===== src/rtl/sem_pkg.sv =====
`timescale 1ns / 1ps
// ----------------------------------------------------------------------------
// sem_pkg: shared constants and types of the Sobel edge magnitude block
// Field widths, register indexes, reset values and the structs that travel
// between the pipeline modules.
// ----------------------------------------------------------------------------
package sem_pkg;

	// Frame geometry
	localparam int MAX_WIDTH = 2048;
	localparam int ADDR_W    = $clog2(MAX_WIDTH);
	localparam int COL_W     = 11;
	localparam int ROW_W     = 12;

	// Datapath widths
	localparam int PIX_W  = 8;
	localparam int SUM_W  = PIX_W + 2;         // a + 2b + c
	localparam int GRAD_W = SUM_W + 1;         // signed difference of two sums
	localparam int SQR_W  = 2 * SUM_W;         // square of a gradient, at most 1020^2
	localparam int SQ_W   = SQR_W + 1;         // sum of two squares
	localparam int ROOT_W = SQ_W + 1;
	localparam int SQRT_STAGES = (SQ_W + 1) / 2;
	localparam int MAG_W  = 11;

	// Configuration port
	localparam int FW_W       = 12;
	localparam int FH_W       = 12;
	localparam int THR_W      = 11;
	localparam int CFG_IDX_W  = 2;
	localparam int CFG_DATA_W = 12;

	localparam logic [CFG_IDX_W-1:0] REG_FRAME_WIDTH    = CFG_IDX_W'(0);
	localparam logic [CFG_IDX_W-1:0] REG_FRAME_HEIGHT   = CFG_IDX_W'(1);
	localparam logic [CFG_IDX_W-1:0] REG_EDGE_THRESHOLD = CFG_IDX_W'(2);

	localparam logic [FW_W-1:0]  FRAME_WIDTH_RST    = FW_W'(640);
	localparam logic [FH_W-1:0]  FRAME_HEIGHT_RST   = FH_W'(480);
	localparam logic [THR_W-1:0] EDGE_THRESHOLD_RST = THR_W'(0);

	// Per-pixel bookkeeping that rides along with the datapath
	typedef struct packed {
		logic             interior;   // pixel closes a full 3x3 window
		logic             border;     // pixel itself lies on the frame border
		logic [COL_W-1:0] col;
		logic [ROW_W-1:0] row;
	} sem_meta_t;

	// Frame geometry as seen by the counters
	typedef struct packed {
		logic [COL_W-1:0] w_last;
		logic [ROW_W-1:0] h_last;
		logic             restart;
	} sem_geom_t;

	// Weighted 1-2-1 sums of the window edges
	typedef struct packed {
		logic [SUM_W-1:0] right;
		logic [SUM_W-1:0] left;
		logic [SUM_W-1:0] bottom;
		logic [SUM_W-1:0] top;
	} sem_sums_t;

endpackage


===== src/rtl/sem_grad.sv =====
`timescale 1ns / 1ps
// ----------------------------------------------------------------------------
// sem_grad: gradient and squared-magnitude stages
// Stage 3 forms gx and gy, stage 4 squares them, stage 5 adds the squares.
// ----------------------------------------------------------------------------
module sem_grad (
	input  logic                       clk,
	input  logic                       arst_n,
	input  logic                       valid_in,
	output logic                       ready_in,
	input  sem_pkg::sem_meta_t         meta_in,
	input  sem_pkg::sem_sums_t         sums_in,
	output logic                       valid_s5,
	input  logic                       ready,
	output sem_pkg::sem_meta_t         meta_s5,
	output logic [sem_pkg::SQ_W-1:0]   sq_s5
);

	localparam int GW = sem_pkg::GRAD_W;

	logic                        load_s3, load_s4, load_s5;
	logic                        valid_s3, valid_s4;
	sem_pkg::sem_meta_t          meta_s3, meta_s4;
	logic signed [GW-1:0]        gx_s3, gy_s3;
	logic signed [GW-1:0]        gx_d, gy_d;
	logic signed [2*GW-1:0]      px, py;
	logic [sem_pkg::SQR_W-1:0]   sqx_s4, sqy_s4;

	// Stage enables
	always_comb begin
		load_s5 = !valid_s5 || ready;
		load_s4 = !valid_s4 || load_s5;
		load_s3 = !valid_s3 || load_s4;
	end

	assign ready_in = load_s3;

	// Gradients: right minus left, bottom minus top
	assign gx_d = $signed({1'b0, sums_in.right})  - $signed({1'b0, sums_in.left});
	assign gy_d = $signed({1'b0, sums_in.bottom}) - $signed({1'b0, sums_in.top});

	// Squares, never above 1020^2
	assign px = gx_s3 * gx_s3;
	assign py = gy_s3 * gy_s3;

	// Advance valid bits
	always_ff @(posedge clk or negedge arst_n) begin
		if (!arst_n) begin
			valid_s3 <= 1'b0;
			valid_s4 <= 1'b0;
			valid_s5 <= 1'b0;
		end else begin
			if (load_s3) begin
				valid_s3 <= valid_in;
			end
			if (load_s4) begin
				valid_s4 <= valid_s3;
			end
			if (load_s5) begin
				valid_s5 <= valid_s4;
			end
		end
	end

	// Advance payload
	always_ff @(posedge clk) begin
		if (load_s3) begin
			meta_s3 <= meta_in;
			gx_s3   <= gx_d;
			gy_s3   <= gy_d;
		end
		if (load_s4) begin
			meta_s4 <= meta_s3;
			sqx_s4  <= px[sem_pkg::SQR_W-1:0];
			sqy_s4  <= py[sem_pkg::SQR_W-1:0];
		end
		if (load_s5) begin
			meta_s5 <= meta_s4;
			sq_s5   <= sem_pkg::SQ_W'(sqx_s4) + sem_pkg::SQ_W'(sqy_s4);
		end
	end

endmodule


===== config.mk =====
export PLATFORM = sky130hd
export DESIGN_NAME = sem_grad
export DESIGN_NICKNAME = d
export VERILOG_FILES = /design/src/rtl/sem_pkg.sv /design/src/rtl/sem_grad.sv
export SDC_FILE = /design/constraint.sdc
export NUM_CORES = 1
export LEC_CHECK = 0
export ABC_AREA = 1
export BUFFER_PORTS_ARGS = -buffer_cell sky130_fd_sc_hd__clkbuf_2
export CORE_UTILIZATION = 65
export DETAILED_ROUTE_END_ITERATION = 12
export GPL_TIMING_DRIVEN = 0
export PLACE_DENSITY = 0.94
export SLEW_MARGIN = 20
export SYNTH_ARGS = -nofsm -noshare
export SYNTH_HDL_FRONTEND = slang
export SYNTH_SLANG_ARGS = --single-unit

===== constraint.sdc =====
create_clock -name clk -period 11.9 [get_ports clk]
set_input_delay 2.38 -clock clk [delete_from_list [all_inputs] [get_ports clk]]
set_output_delay 2.38 -clock clk [all_outputs]
set_load 0.05 [all_outputs]

Word-level counts from Yosys, hierarchy flattened --
Cells that the tools add are included.
Cells by class: add/subtract/negate cells 3, $mul 2, divide/modulo/power cells 0, magnitude comparators 0, equal/unequal tests 0, shifts and indexed selects 0, muxes and demuxes 0, bitwise logic cells 0, reductions and logical operators 6
Operators by type and width (count):
- $mul 11x11->20 | 2
- $sub 10x10->11 | 2
- $add 20x20->21 | 1
- $logic_not 1->1 | 3
- $logic_or 1x1->1 | 3
Word-level totals: bits in registers 161, bits in latches 0, memory bits (writable) 0, ROM bits 0, bits of input ports 69, output and inout bits 48, logic and storage cells 31, memories kept 0

Longest topological paths before layout --
depth in word-level cells 4, depth in mapped cells 24, mapped depth without buffers 24

Worst setup path after synthesis --
OpenSTA, ideal clock, no wires.
path type input port to output port, start input port ready, end output port ready_in, data arrival time 4.972 ns, required time 9.520 ns, setup slack 4.548 ns, stages on the path 4, path buffers 0, path through inv_1 nand2_1 nor2_1 nand2_1
On the way: cells in the longest elaborated chain, start to end 3
RTL lines:
- start: declaration | line sem_grad.sv:14 | input logic ready,
- $logic_or 1x1->1 | line sem_grad.sv:31 | load_s5 = !valid_s5 || ready;
- net load_s5 | line sem_grad.sv:21 | logic load_s3, load_s4, load_s5;
- $logic_or 1x1->1 | line sem_grad.sv:32 | load_s4 = !valid_s4 || load_s5;
- $logic_or 1x1->1 | line sem_grad.sv:33 | load_s3 = !valid_s3 || load_s4;
- end: declaration | line sem_grad.sv:10 | output logic ready_in,
The timed path passes the listed nets, and every way through them passes these cells.

Final worst setup path --
Same ends and word-level chain as after synthesis.

==> results_dict.tcl <==
set metrics [dict create \
    routed_wl_um 32810 \
    synth.most_common_cell "inv_1" \
    setup_tns_ns 0 \
    setup_viol 0 \
    crit_required_ns 9.52 \
    via_per_inst 5.447 \
    core-area_sq_mm 0.02257 \
    synth_cell_types 37 \
    synth_top_flop_cell "edfxtp_1" \
    core.rowCount 55 \
    start_util 0.6611 \
    rsz0062_at_grt "false" \
    syn_to_final_growth_pct 10.50 \
    worstMarginPinSlew_ns 0.7868 \
    dr.pass1.iters 5 \
    ys_ff_latch 159 \
    path_class "input port to output pin" \
    pin_count 117 \
    hold_viol 0 \
    clkTransAtPathRegs_ns 0.07 \
    cts_buffers 17 \
    h-tree-depth 4 \
    status "complete, no violations" \
    holdPathStages 0 \
    num_vias 10888 \
    grt_first_pass_wirelength_um 54530 \
    syn_inst 1564 \
    post_cts_buffers 0 \
    ctsHoldBuffers 0 \
    synth_enable_flop_cells 156 \
    period_share 0.5743 \
    ys_async_sr_fraction 0.01887 \
    die_w_um 153.5 \
    dr.first_iter.drc_count 694 \
    nets 2083 \
    grt.total_usage 0.2985 \
    ys_warn_count 0 \
    dieArea_sq_mm 0.02357 \
    fillers 1500 \
    grt_pass1_vias 11772 \
    drc_errors 0 \
    cts_tree "done" \
    synth_area_leaders "edfxtp_1 31%, fa_1 25%, ha_1 10%, inv_1 10%, nand2_1 7.8%" \
    synth_common_cells "413 x inv_1, 310 x nand2_1, 189 x fa_1, 156 x edfxtp_1, 124 x ha_1" \
    drive_above_1_share 0.1027 \
    netlist.top_cell.by_area "edfxtp_1" \
    clock_sinks 159 \
    ant_nets 0 \
    diodes 0 \
    synth-seq-area-share 0.3189 \
    finalCriticalPeriod_ns 6.834 \
    slew_violations 0 \
    root_buffer "clkbuf_16" \
    clk_latency_ns 0.44 \
    yosys.area.top_type_share 0.3139 \
    cp_max_fo 28 \
    port_buffers 116 \
    syn_area_per_cell_sq_um 9.542 \
    critical_path_arrival_ns 4.45 \
    syn-cell-area_sq_mm 0.01492 \
    gp_congestion 0.9076 \
    hold_path_class "flip-flop to flip-flop" \
    place_hpwl_um 26310 \
    cp-end-kind "output pin" \
    die_y_um 153.5 \
    overflow 0 \
    synthesis.nets 1946 \
    clock_path_buffers 2 \
    maxCapViolations 0 \
    wl_per_cell_um 16.42 \
    relSlewSlack 0.4754 \
    cts_resized 0 \
    grt_start_max_net_pins 64 \
    clock.fmax_mhz 146.3 \
    antenna_found_initial 0 \
    start_kind "input port" \
    fin_skew_ns 0.01300 \
    reg2reg_depth 19 \
]
==> per-stage QoR <==
step / hold WS (ns) / area [sq um] / worst slack [ns] / instances / util
2_1_floorplan: 0.4003 / 14920 / 4.548 / 1564 / -
3_3_place_gp: 0.4003 / 15860 / 3.310 / 1965 / 0.7027
5_1_grt: 0.4214 / 16490 / 4.936 / 1999 / 0.7305
6_report: 0.4153 / 16490 / 5.066 / 1999 / 0.7305
3_5_place_dp: 0.4045 / 15920 / 5.022 / 1967 / 0.7054
4_1_cts: 0.4188 / 16490 / 5.045 / 1999 / 0.7305
==> final timing paths <==
check,slack (ns),to,start
worst min-delay path,0.42,meta_s4[15],meta_s3[15]
worst max register to register,6.17,sqx_s4[19],gx_s3[2]
max in group asynchronous,10.08,valid_s3,arst_n
worst max-delay path,5.07,ready_in,ready
worst min register to register,0.42,meta_s4[15],meta_s3[15]
min in group asynchronous,1.71,valid_s4,arst_n
==> cells in the final DEF (no fill, tap or decap), drive strengths merged <==
| cell | instances |
|---|---|
| a21boi | 4 |
| a21o | 6 |
| a21oi | 69 |
| a31o | 2 |
| and2 | 1 |
| and3 | 2 |
| buf | 4 |
| clkbuf | 157 |
| clkinv | 5 |
| dfrtp | 3 |
| edfxtp | 156 |
| fa | 189 |
| ha | 124 |
| inv | 423 |
| nand2 | 315 |
| nand3 | 46 |
| nand3b | 6 |
| nand4 | 8 |
| nor2 | 81 |
| nor3 | 8 |
| o2111ai | 1 |
| o21ai | 27 |
| o21bai | 9 |
| o311ai | 1 |
| o31ai | 1 |
| or2 | 4 |
| xnor2 | 16 |
| xor2 | 46 |
==> state kept, by name, indices dropped and copies added, names as in the netlist <==
register,cells
valid_s4,1
meta_s4,25
meta_s3,25
valid_s3,1
sq_s5,21
sqx_s4,19
gx_s3,11
meta_s5,25
gy_s3,11
valid_s5,1
sqy_s4,19
==> layer usage <==
layer	vias up	wire [um]	GRT usage
met2	506	16770	0.5390
li1	5056	-	-
met4	0	1506	0.1500
met1	5214	11920	0.3338
met3	112	2615	0.06285
met5	-	0	0
==> cell families after synthesis <==
| logic type | after synthesis | synth area share |
|---|---|---|
| simple gates | 471 | 0.1287 |
| buf+inv | 439 | 0.1106 |
| fa+ha+maj | 313 | 0.3575 |
| flops | 159 | 0.3189 |
| compound gates | 120 | 0.04788 |
| xor+xnor | 62 | 0.03639 |
==> final cells by class <==
class / count / area, sq um / area share
well taps: 285 / 356.6 / 0.02163
clock inverters: 15 / 141.4 / 0.008574
flip-flops and latches: 159 / 4760 / 0.2886
inverters: 413 / 1553 / 0.09416
repair buffers: 118 / 635.6 / 0.03855
clock buffers: 17 / 425.4 / 0.02580
plain buffers: 26 / 100.1 / 0.006070
multi-input cells: 966 / 8518 / 0.5166
==> worst max-delay path, stage by stage <==
cell	delay (ns)
clkbuf_2	0.08
inv_1	0.06
nand2_2	0.37
nor2_1	0.42
nand2_2	0.49
buf_16	0.35
clkbuf_2	0.26
Power is left out: the tool's default activity adds up to more than one toggle a clock period on the data nets, which glitch-free logic cannot reach.
