## config.mk

```make
export PLATFORM = sky130hd
export DESIGN_NAME = sem_sqrt
export DESIGN_NICKNAME = d
export VERILOG_FILES = /design/src/rtl/sem_pkg.sv /design/src/rtl/sem_sqrt.sv
export SDC_FILE = /design/constraint.sdc
export NUM_CORES = 1
export LEC_CHECK = 0
export ABC_CLOCK_PERIOD_IN_PS = 9700
export BUFFER_PORTS_ARGS = -buffer_cell sky130_fd_sc_hd__clkbuf_2
export CORE_MARGIN = 8
export CORE_UTILIZATION = 54
export CTS_CLUSTER_SIZE = 12
export DETAILED_ROUTE_END_ITERATION = 8
export PLACE_DENSITY = 0.68
export SKIP_CTS_REPAIR_TIMING = 1
export SYNTH_ARGS = -nofsm -noshare
export SYNTH_HDL_FRONTEND = slang
export SYNTH_SLANG_ARGS = --single-unit
```

## constraint.sdc

```tcl
create_clock -name clk -period 9.7 [get_ports clk]
set_clock_uncertainty 0.05 [all_clocks]
set_input_delay 0.485 -clock clk [delete_from_list [all_inputs] [get_ports clk]]
set_output_delay 0.485 -clock clk [all_outputs]
set_load 0.02 [all_outputs]
```

## src/rtl/sem_pkg.sv

```systemverilog
`timescale 1ns / 1ps
// ----------------------------------------------------------------------------
// sem_pkg: shared constants and types of the Sobel edge magnitude block
// Field widths, register indexes, reset values and the structs that travel
// between the pipeline modules.
// ----------------------------------------------------------------------------
package sem_pkg;

	// Frame geometry
	localparam int MAX_WIDTH = 2048;
	localparam int ADDR_W    = $clog2(MAX_WIDTH);
	localparam int COL_W     = 11;
	localparam int ROW_W     = 12;

	// Datapath widths
	localparam int PIX_W  = 8;
	localparam int SUM_W  = PIX_W + 2;         // a + 2b + c
	localparam int GRAD_W = SUM_W + 1;         // signed difference of two sums
	localparam int SQR_W  = 2 * SUM_W;         // square of a gradient, at most 1020^2
	localparam int SQ_W   = SQR_W + 1;         // sum of two squares
	localparam int ROOT_W = SQ_W + 1;
	localparam int SQRT_STAGES = (SQ_W + 1) / 2;
	localparam int MAG_W  = 11;

	// Configuration port
	localparam int FW_W       = 12;
	localparam int FH_W       = 12;
	localparam int THR_W      = 11;
	localparam int CFG_IDX_W  = 2;
	localparam int CFG_DATA_W = 12;

	localparam logic [CFG_IDX_W-1:0] REG_FRAME_WIDTH    = CFG_IDX_W'(0);
	localparam logic [CFG_IDX_W-1:0] REG_FRAME_HEIGHT   = CFG_IDX_W'(1);
	localparam logic [CFG_IDX_W-1:0] REG_EDGE_THRESHOLD = CFG_IDX_W'(2);

	localparam logic [FW_W-1:0]  FRAME_WIDTH_RST    = FW_W'(640);
	localparam logic [FH_W-1:0]  FRAME_HEIGHT_RST   = FH_W'(480);
	localparam logic [THR_W-1:0] EDGE_THRESHOLD_RST = THR_W'(0);

	// Per-pixel bookkeeping that rides along with the datapath
	typedef struct packed {
		logic             interior;   // pixel closes a full 3x3 window
		logic             border;     // pixel itself lies on the frame border
		logic [COL_W-1:0] col;
		logic [ROW_W-1:0] row;
	} sem_meta_t;

	// Frame geometry as seen by the counters
	typedef struct packed {
		logic [COL_W-1:0] w_last;
		logic [ROW_W-1:0] h_last;
		logic             restart;
	} sem_geom_t;

	// Weighted 1-2-1 sums of the window edges
	typedef struct packed {
		logic [SUM_W-1:0] right;
		logic [SUM_W-1:0] left;
		logic [SUM_W-1:0] bottom;
		logic [SUM_W-1:0] top;
	} sem_sums_t;

endpackage

```

## src/rtl/sem_sqrt.sv

```systemverilog
`timescale 1ns / 1ps
// ----------------------------------------------------------------------------
// sem_sqrt: pipelined integer square root
// One result bit per stage, restoring method, floor of the root.
// ----------------------------------------------------------------------------
module sem_sqrt (
	input  logic                       clk,
	input  logic                       arst_n,
	input  logic                       valid_in,
	output logic                       ready_in,
	input  sem_pkg::sem_meta_t         meta_in,
	input  logic [sem_pkg::SQ_W-1:0]   sq_in,
	output logic                       valid_out,
	input  logic                       ready,
	output sem_pkg::sem_meta_t         meta_out,
	output logic [sem_pkg::MAG_W-1:0]  root_out
);

	localparam int NS = sem_pkg::SQRT_STAGES;
	localparam int RW = sem_pkg::ROOT_W;

	logic                       valid_s [NS];
	sem_pkg::sem_meta_t         meta_s  [NS];
	logic [sem_pkg::SQ_W-1:0]   rem_s   [NS];
	logic [RW-1:0]              root_s  [NS];
	logic [NS:0]                stage_load;

	assign stage_load[NS] = ready;
	assign ready_in       = stage_load[0];

	for (genvar k = 0; k < NS; k++) begin : g_stage
		localparam logic [RW-1:0] BIT = RW'(1) << (2 * (NS - 1 - k));

		logic                     v_in;
		sem_pkg::sem_meta_t       m_in;
		logic [sem_pkg::SQ_W-1:0] rem_in;
		logic [RW-1:0]            root_in;
		logic [RW-1:0]            trial;
		logic                     fits;

		if (k == 0) begin : g_first
			assign v_in    = valid_in;
			assign m_in    = meta_in;
			assign rem_in  = sq_in;
			assign root_in = '0;
		end else begin : g_next
			assign v_in    = valid_s[k-1];
			assign m_in    = meta_s[k-1];
			assign rem_in  = rem_s[k-1];
			assign root_in = root_s[k-1];
		end

		assign stage_load[k] = !valid_s[k] || stage_load[k+1];

		// Trial subtract of root + bit from the remainder
		assign trial = root_in + BIT;
		assign fits  = (RW'(rem_in) >= trial);

		always_ff @(posedge clk or negedge arst_n) begin
			if (!arst_n) begin
				valid_s[k] <= 1'b0;
			end else if (stage_load[k]) begin
				valid_s[k] <= v_in;
			end
		end

		always_ff @(posedge clk) begin
			if (stage_load[k]) begin
				meta_s[k] <= m_in;
				if (fits) begin
					rem_s[k]  <= rem_in - trial[sem_pkg::SQ_W-1:0];
					root_s[k] <= (root_in >> 1) + BIT;
				end else begin
					rem_s[k]  <= rem_in;
					root_s[k] <= root_in >> 1;
				end
			end
		end
	end

	assign valid_out = valid_s[NS-1];
	assign meta_out  = meta_s[NS-1];
	assign root_out  = root_s[NS-1][sem_pkg::MAG_W-1:0];

endmodule

```

[Yosys cells after proc, flatten, opt, wreduce, memory -nomap -nowiden]
Memory sizes are Yosys's and may differ from the RTL's.
Index checks and enable logic that the tools add are counted.
Word-level totals
  register bits: 11
  bits in writable memories: 748
  input port bits: 50
  output and inout bits: 38
  logic and storage cells: 210
  memories: 3
Operators by class
  add/sub/neg operators: 31
  order comparisons: 11
  mux-type cells: 110
  bitwise operators: 22
  reduce and logical (&&, ||, !) cells: 22
Memory list
  meta_s: words 11, width 25, rd ports 11, clocked after Yosys merged registers in 0, write ports 11, RTL line sem_sqrt.sv:23  | sem_pkg::sem_meta_t meta_s [NS];
  root_s: words 11, width 22, rd ports 11, clocked after Yosys merged registers in 0, write ports 11, RTL line sem_sqrt.sv:25  | logic [RW-1:0] root_s [NS];
  rem_s: words 11, width 21, rd ports 10, clocked after Yosys merged registers in 0, write ports 11, RTL line sem_sqrt.sv:24  | logic [sem_pkg::SQ_W-1:0] rem_s [NS];
Operator list (number)
  2-to-1 mux 22 bit: 11
  2-to-1 mux 21 bit: 11
  >= comparator 21 x 22 -> 1 bit: 10
  subtractor 21 bit: 10
  2-to-1 mux 1 bit: 88
  adder 21 x 1 -> 22 bit (second input constant): 1
  adder 21 x 11 -> 22 bit (second input constant): 1
  adder 21 x 13 -> 22 bit (second input constant): 1
  adder 21 x 15 -> 22 bit (second input constant): 1
  adder 21 x 17 -> 22 bit (second input constant): 1
  adder 21 x 19 -> 22 bit (second input constant): 1
  adder 21 x 3 -> 22 bit (second input constant): 1
  adder 21 x 5 -> 22 bit (second input constant): 1
  adder 21 x 7 -> 22 bit (second input constant): 1
  adder 21 x 9 -> 22 bit (second input constant): 1
  adder 22 x 1 -> 22 bit (second input constant): 1
  adder 22 x 11 -> 22 bit (second input constant): 1
  adder 22 x 13 -> 22 bit (second input constant): 1
  adder 22 x 15 -> 22 bit (second input constant): 1
  adder 22 x 17 -> 22 bit (second input constant): 1
  adder 22 x 19 -> 22 bit (second input constant): 1
  adder 22 x 3 -> 22 bit (second input constant): 1
  adder 22 x 5 -> 22 bit (second input constant): 1
  adder 22 x 7 -> 22 bit (second input constant): 1
  6 further kinds: 47

[Logic depth before layout (Yosys ltp)]
  depth in word-level cells: 15
  mapped depth: 10
  gate-level depth less buffers: 9

[Worst setup path after synthesis]
No wires, ideal clock.
  kind: input-to-output
  start point: in ready
  end point: out ready_in
  arrival: 3.930 ns
  required time: 9.165 ns
  path slack: 5.235 ns
  cell stages on the path: 5
  cells stage by stage: and4b_1 > and3_1 > and3_1 > nand4_1 > or2_2
On the way
  cells in the longest elaborated chain, start to end: 11
RTL lines
  start, declared: RTL line sem_sqrt.sv:14  | input logic ready,
  logical OR 1 bit (10 in a row): RTL line sem_sqrt.sv:53  | assign stage_load[k] = !valid_s[k] || stage_load[k+1];
  via stage_load[1]: RTL line sem_sqrt.sv:26  | logic [NS:0] stage_load;
  logical OR 1 bit: RTL line sem_sqrt.sv:53
  end, declared: RTL line sem_sqrt.sv:10  | output logic ready_in,
The timed path passes the listed nets, and every way through them passes these cells.

[Worst setup path in the final report]
  start point: reg valid_s, in the netlist valid_out
  end point: out ready_in
On the way
  cells in the longest elaborated chain, start to end: 12
RTL lines
  start, declared: RTL line sem_sqrt.sv:22  | logic valid_s [NS];
  start signal, assigned by index: RTL line sem_sqrt.sv:63  | valid_s[k] <= v_in;
  zero test 1 bit: RTL line sem_sqrt.sv:53
  logical OR 1 bit (10 in a row): RTL line sem_sqrt.sv:53
  via stage_load[1]: RTL line sem_sqrt.sv:26
  logical OR 1 bit: RTL line sem_sqrt.sv:53
The timed path passes the listed nets, and every way through them passes these cells.

==> run summary <==
The worst-case IR drop observed on VDD is 0.165 mV. The number of nets in the layout is 1542, and the share of cells above drive strength 1 is 0.147. Wire length after detailed routing: 31100 um. For the unique cell type count in the Yosys netlist, the log shows 61. After floorplanning, the core was divided into 73 placement rows. The cell leakage power was 9.38 nW.

The worst hold path begins at meta_in[20]. The filler cells instantiated in the layout total 2753. The tools report the type of element capturing the critical path as an output port. Walking the worst path, the cells encountered are and4b_1 > and3_1 > and3_1 > nand4_1 > buf_4 > or2_2 > buf_4 > clkbuf_2. The actual transition at the worst max-transition pin came out at 1.12 ns.

The number of global-route vias before repair came out at 10194. Dividing the detail-routed via count by the number of cells gives 5.14. The tools report the global-route total usage across every layer as 0.130.

For this design the ratio of total power to cell area is 297 nW/um^2. During I/O placement, the number of pins put on the boundary was 88. Measured along the y axis, the die boundary spans 216 um. Setup repair after global routing left no endpoint under its margin. From left edge to right edge, the die measures 216 um. Worst-case headroom to the max-slew limit: 0.249. The congestion estimate from routability-driven global placement came to 0.888. The first global-routing pass estimated 49200 um of wire. Counting the buffers created by CTS gives 56. The first-pass iteration count of the detailed router was 4. The most critical setup path has its startpoint at valid_out. STA puts the critical path data required time at 9.17 ns.

The cell area after technology mapping is 21500 sq um, and the total via count in the routed design is 10134. The tools report the number of antenna diodes as 0. Entering global routing, the biggest net connects 59 pins.

For this design, the sink count on the clock tree is 562. For the portion of the post-synthesis area used by sequential elements, the log shows 0.782. TritonCTS built the clock tree. The synthesized design contains 551 enable-type register cells. Register clock-pin slew on the reported worst setup and hold paths: 0.06 ns. The number of I/O port buffers is 87.

The slowest cell on the critical path was sky130_fd_sc_hd__buf_4. The tools report the clock root buffer as sky130_fd_sc_hd__clkbuf_16. Initial core utilization: 0.544.

The average instance in the mapped netlist occupies 17.3 sq um. For this run, the number of Yosys warnings is 0. The largest total area in the synthesized netlist belongs to sky130_fd_sc_hd__edfxtp_1.

The clock tree synthesis step divided the H-tree into 2 levels. The worst register-to-register path begins at rem_s[8][4]. The largest single stage delay on the critical path is 0.47 ns. The most used flip-flop cell after synthesis is sky130_fd_sc_hd__edfxtp_1. The tools report the hold violation count in the final report as 0. By area the synthesized netlist is led by sky130_fd_sc_hd__edfxtp_1 77%, sky130_fd_sc_hd__ha_1 4.2%, sky130_fd_sc_hd__xnor2_1 2.0%. In this run the standard cell core region covers 39500 sq um. For this run, the top clock speed supported by timing is 0.250 GHz. The layout overhead on the synthesized area is 14.2%.

The tools report the total power as 7.31 mW. The tools report the type of element launching the critical path as a register. The synthesized design contains 562 register bits. The fraction of synthesized cell area taken by the top area cell type works out to 0.769. Initial detailed-routing violation count: 457. When the netlist entered floorplanning its net count stood at 1364.

The run finished with clean final reports. Average wire per standard cell: 15.8 um. The total negative slack was 0 ns. The run gives 0 as the total of endpoints with negative setup slack in the final report. The tools report the number of antenna violations at the first check in global routing as 0. For the post-DP HPWL, the log shows 21400 um. The logs give 0 for the number of pins exceeding their max-slew limit in the final report and 1240 for the synthesized netlist cell count. The tightest min-delay check is of the in2reg type.

At the worst endpoint, the arrival time is 3.46 ns. For the total overflow reported by the global router, the log shows 0. The type of the worst setup path was reg2out. The floorplan step defined a die boundary enclosing 46500 sq um. The async set or reset register ratio after synthesis was 0.0196; the latest clock arrival within the worst-skew pair was 0.60 ns.

The tools report the maximum count of clock buffers along a single path as 3. The run gives 6.15 ns as the worst setup slack for register-to-register paths. The period utilization is 0.412. The number of violations of the max-capacitance limit was 0; the final critical-path required period was 3.99 ns. The post-detailed-route count of antenna-violating nets is 0, and the worst-path maximum fanout is 51. The run gives 0 as the number of DRC violations after detailed routing.
## worst paths after layout
path	cells past startpoint	endpoint
setup / recovery	8	ready_in
hold / removal	1	meta_s[0][20]
setup reg to reg	7	rem_s[9][10]
hold reg to reg	0	meta_s[9][20]
max in group asynchronous	2	g_stage[9].v_in
min in group asynchronous	2	g_stage[3].v_in
## logic make-up after synthesis
kind of cell,share of synthesized area
simple gates,0.0617
mux,0.0189
flops,0.782
compound gates,0.0443
fa+ha+maj,0.0434
xor+xnor,0.0309
buf+inv,0.0188
## cells in the mapped netlist, types with 6 or more instances
cell type	count
sky130_fd_sc_hd__a211oi_1	8
sky130_fd_sc_hd__a21o_1	11
sky130_fd_sc_hd__a21oi_1	43
sky130_fd_sc_hd__and2_1	7
sky130_fd_sc_hd__dfrtp_1	11
sky130_fd_sc_hd__edfxtp_1	551
sky130_fd_sc_hd__ha_1	73
sky130_fd_sc_hd__inv_1	94
sky130_fd_sc_hd__mux2_2	25
sky130_fd_sc_hd__mux2i_1	8
sky130_fd_sc_hd__nand2_1	45
sky130_fd_sc_hd__nand2b_1	21
sky130_fd_sc_hd__nand3_1	11
sky130_fd_sc_hd__nand4_1	9
sky130_fd_sc_hd__nor2_1	42
sky130_fd_sc_hd__nor2b_1	13
sky130_fd_sc_hd__nor3_1	19
sky130_fd_sc_hd__nor4_1	23
sky130_fd_sc_hd__nor4b_1	6
sky130_fd_sc_hd__o21a_1	12
sky130_fd_sc_hd__o21ai_0	34
sky130_fd_sc_hd__o31ai_1	7
sky130_fd_sc_hd__or2_2	7
sky130_fd_sc_hd__or3_1	9
sky130_fd_sc_hd__or4_1	8
sky130_fd_sc_hd__xnor2_1	50
sky130_fd_sc_hd__xor2_1	24
## worst max-delay path, delay by kind of cell (launching register included)
kind                   cells  cell delay, ns
DFF                        1            0.41
buffers and inverters      3            1.21
and+or+nand+nor            5            1.21
## cell type report
class | count | area, sq um | share of cell area
inverter | 95 | 357 | 0.0145
timing repair buffer | 128 | 823 | 0.0335
clock inverter | 17 | 160 | 0.00652
multi-input combinational | 575 | 4300 | 0.175
sequential | 562 | 16800 | 0.685
tap | 525 | 657 | 0.0267
clock buffer | 68 | 1450 | 0.0589
## registers in the layout (all words and copies together) (netlist names)
| register | cells |
|---|---|
| meta_s | 275 |
| rem_s | 210 |
| root_s | 66 |
| g_stage.v_in | 10 |
| valid_out | 1 |
## cells in the final DEF (no fill, tap or decap), types with 9 or more instances in the layout
cell type / instances
sky130_fd_sc_hd__a21o_1: 11
sky130_fd_sc_hd__a21oi_1: 43
sky130_fd_sc_hd__buf_4: 9
sky130_fd_sc_hd__clkbuf_1: 12
sky130_fd_sc_hd__clkbuf_16: 56
sky130_fd_sc_hd__clkbuf_2: 87
sky130_fd_sc_hd__clkinv_1: 9
sky130_fd_sc_hd__dfrtp_1: 11
sky130_fd_sc_hd__dlygate4sd3_1: 32
sky130_fd_sc_hd__edfxtp_1: 551
sky130_fd_sc_hd__ha_1: 73
sky130_fd_sc_hd__inv_1: 90
sky130_fd_sc_hd__mux2_2: 25
sky130_fd_sc_hd__nand2_1: 43
sky130_fd_sc_hd__nand2b_1: 20
sky130_fd_sc_hd__nand3_1: 10
sky130_fd_sc_hd__nand4_1: 9
sky130_fd_sc_hd__nor2_1: 42
sky130_fd_sc_hd__nor2b_1: 13
sky130_fd_sc_hd__nor3_1: 19
sky130_fd_sc_hd__nor4_1: 23
sky130_fd_sc_hd__o21a_1: 12
sky130_fd_sc_hd__o21ai_0: 34
sky130_fd_sc_hd__or3_1: 9
sky130_fd_sc_hd__xnor2_1: 50
sky130_fd_sc_hd__xor2_1: 24
## layer usage
metal	share of wire	vias up	global-route usage
met2	0.52	195	0.234
met3	0.039	81	0.0276
met4	0.039	0	0.0674
met5	0	-	0
li1	-	5060	-
met1	0.40	4798	0.144
## power by group
part	leakage (nW)	total, mW	switching, mW	internal, mW
clock	0.786	1.91	0.812	1.10
sequential	5.74	3.82	0.282	3.53
combinational	2.86	1.58	0.868	0.713
total	9.38	7.31	1.96	5.34
## through the flow
stage	util	std cells	setup WS (ns)	instance area [sq um]	hold WS, ns
floorplan	-	1240	5.24	21500	0.139
global placement	0.572	1853	6.02	22600	0.353
detailed placement	0.572	1853	5.96	22600	0.355
CTS	0.613	1938	5.63	24200	-0.292
global route	0.621	1970	5.42	24600	-0.00555
finish	0.621	1970	5.71	24600	0.0232
Power figures use the tool's default switching activity.
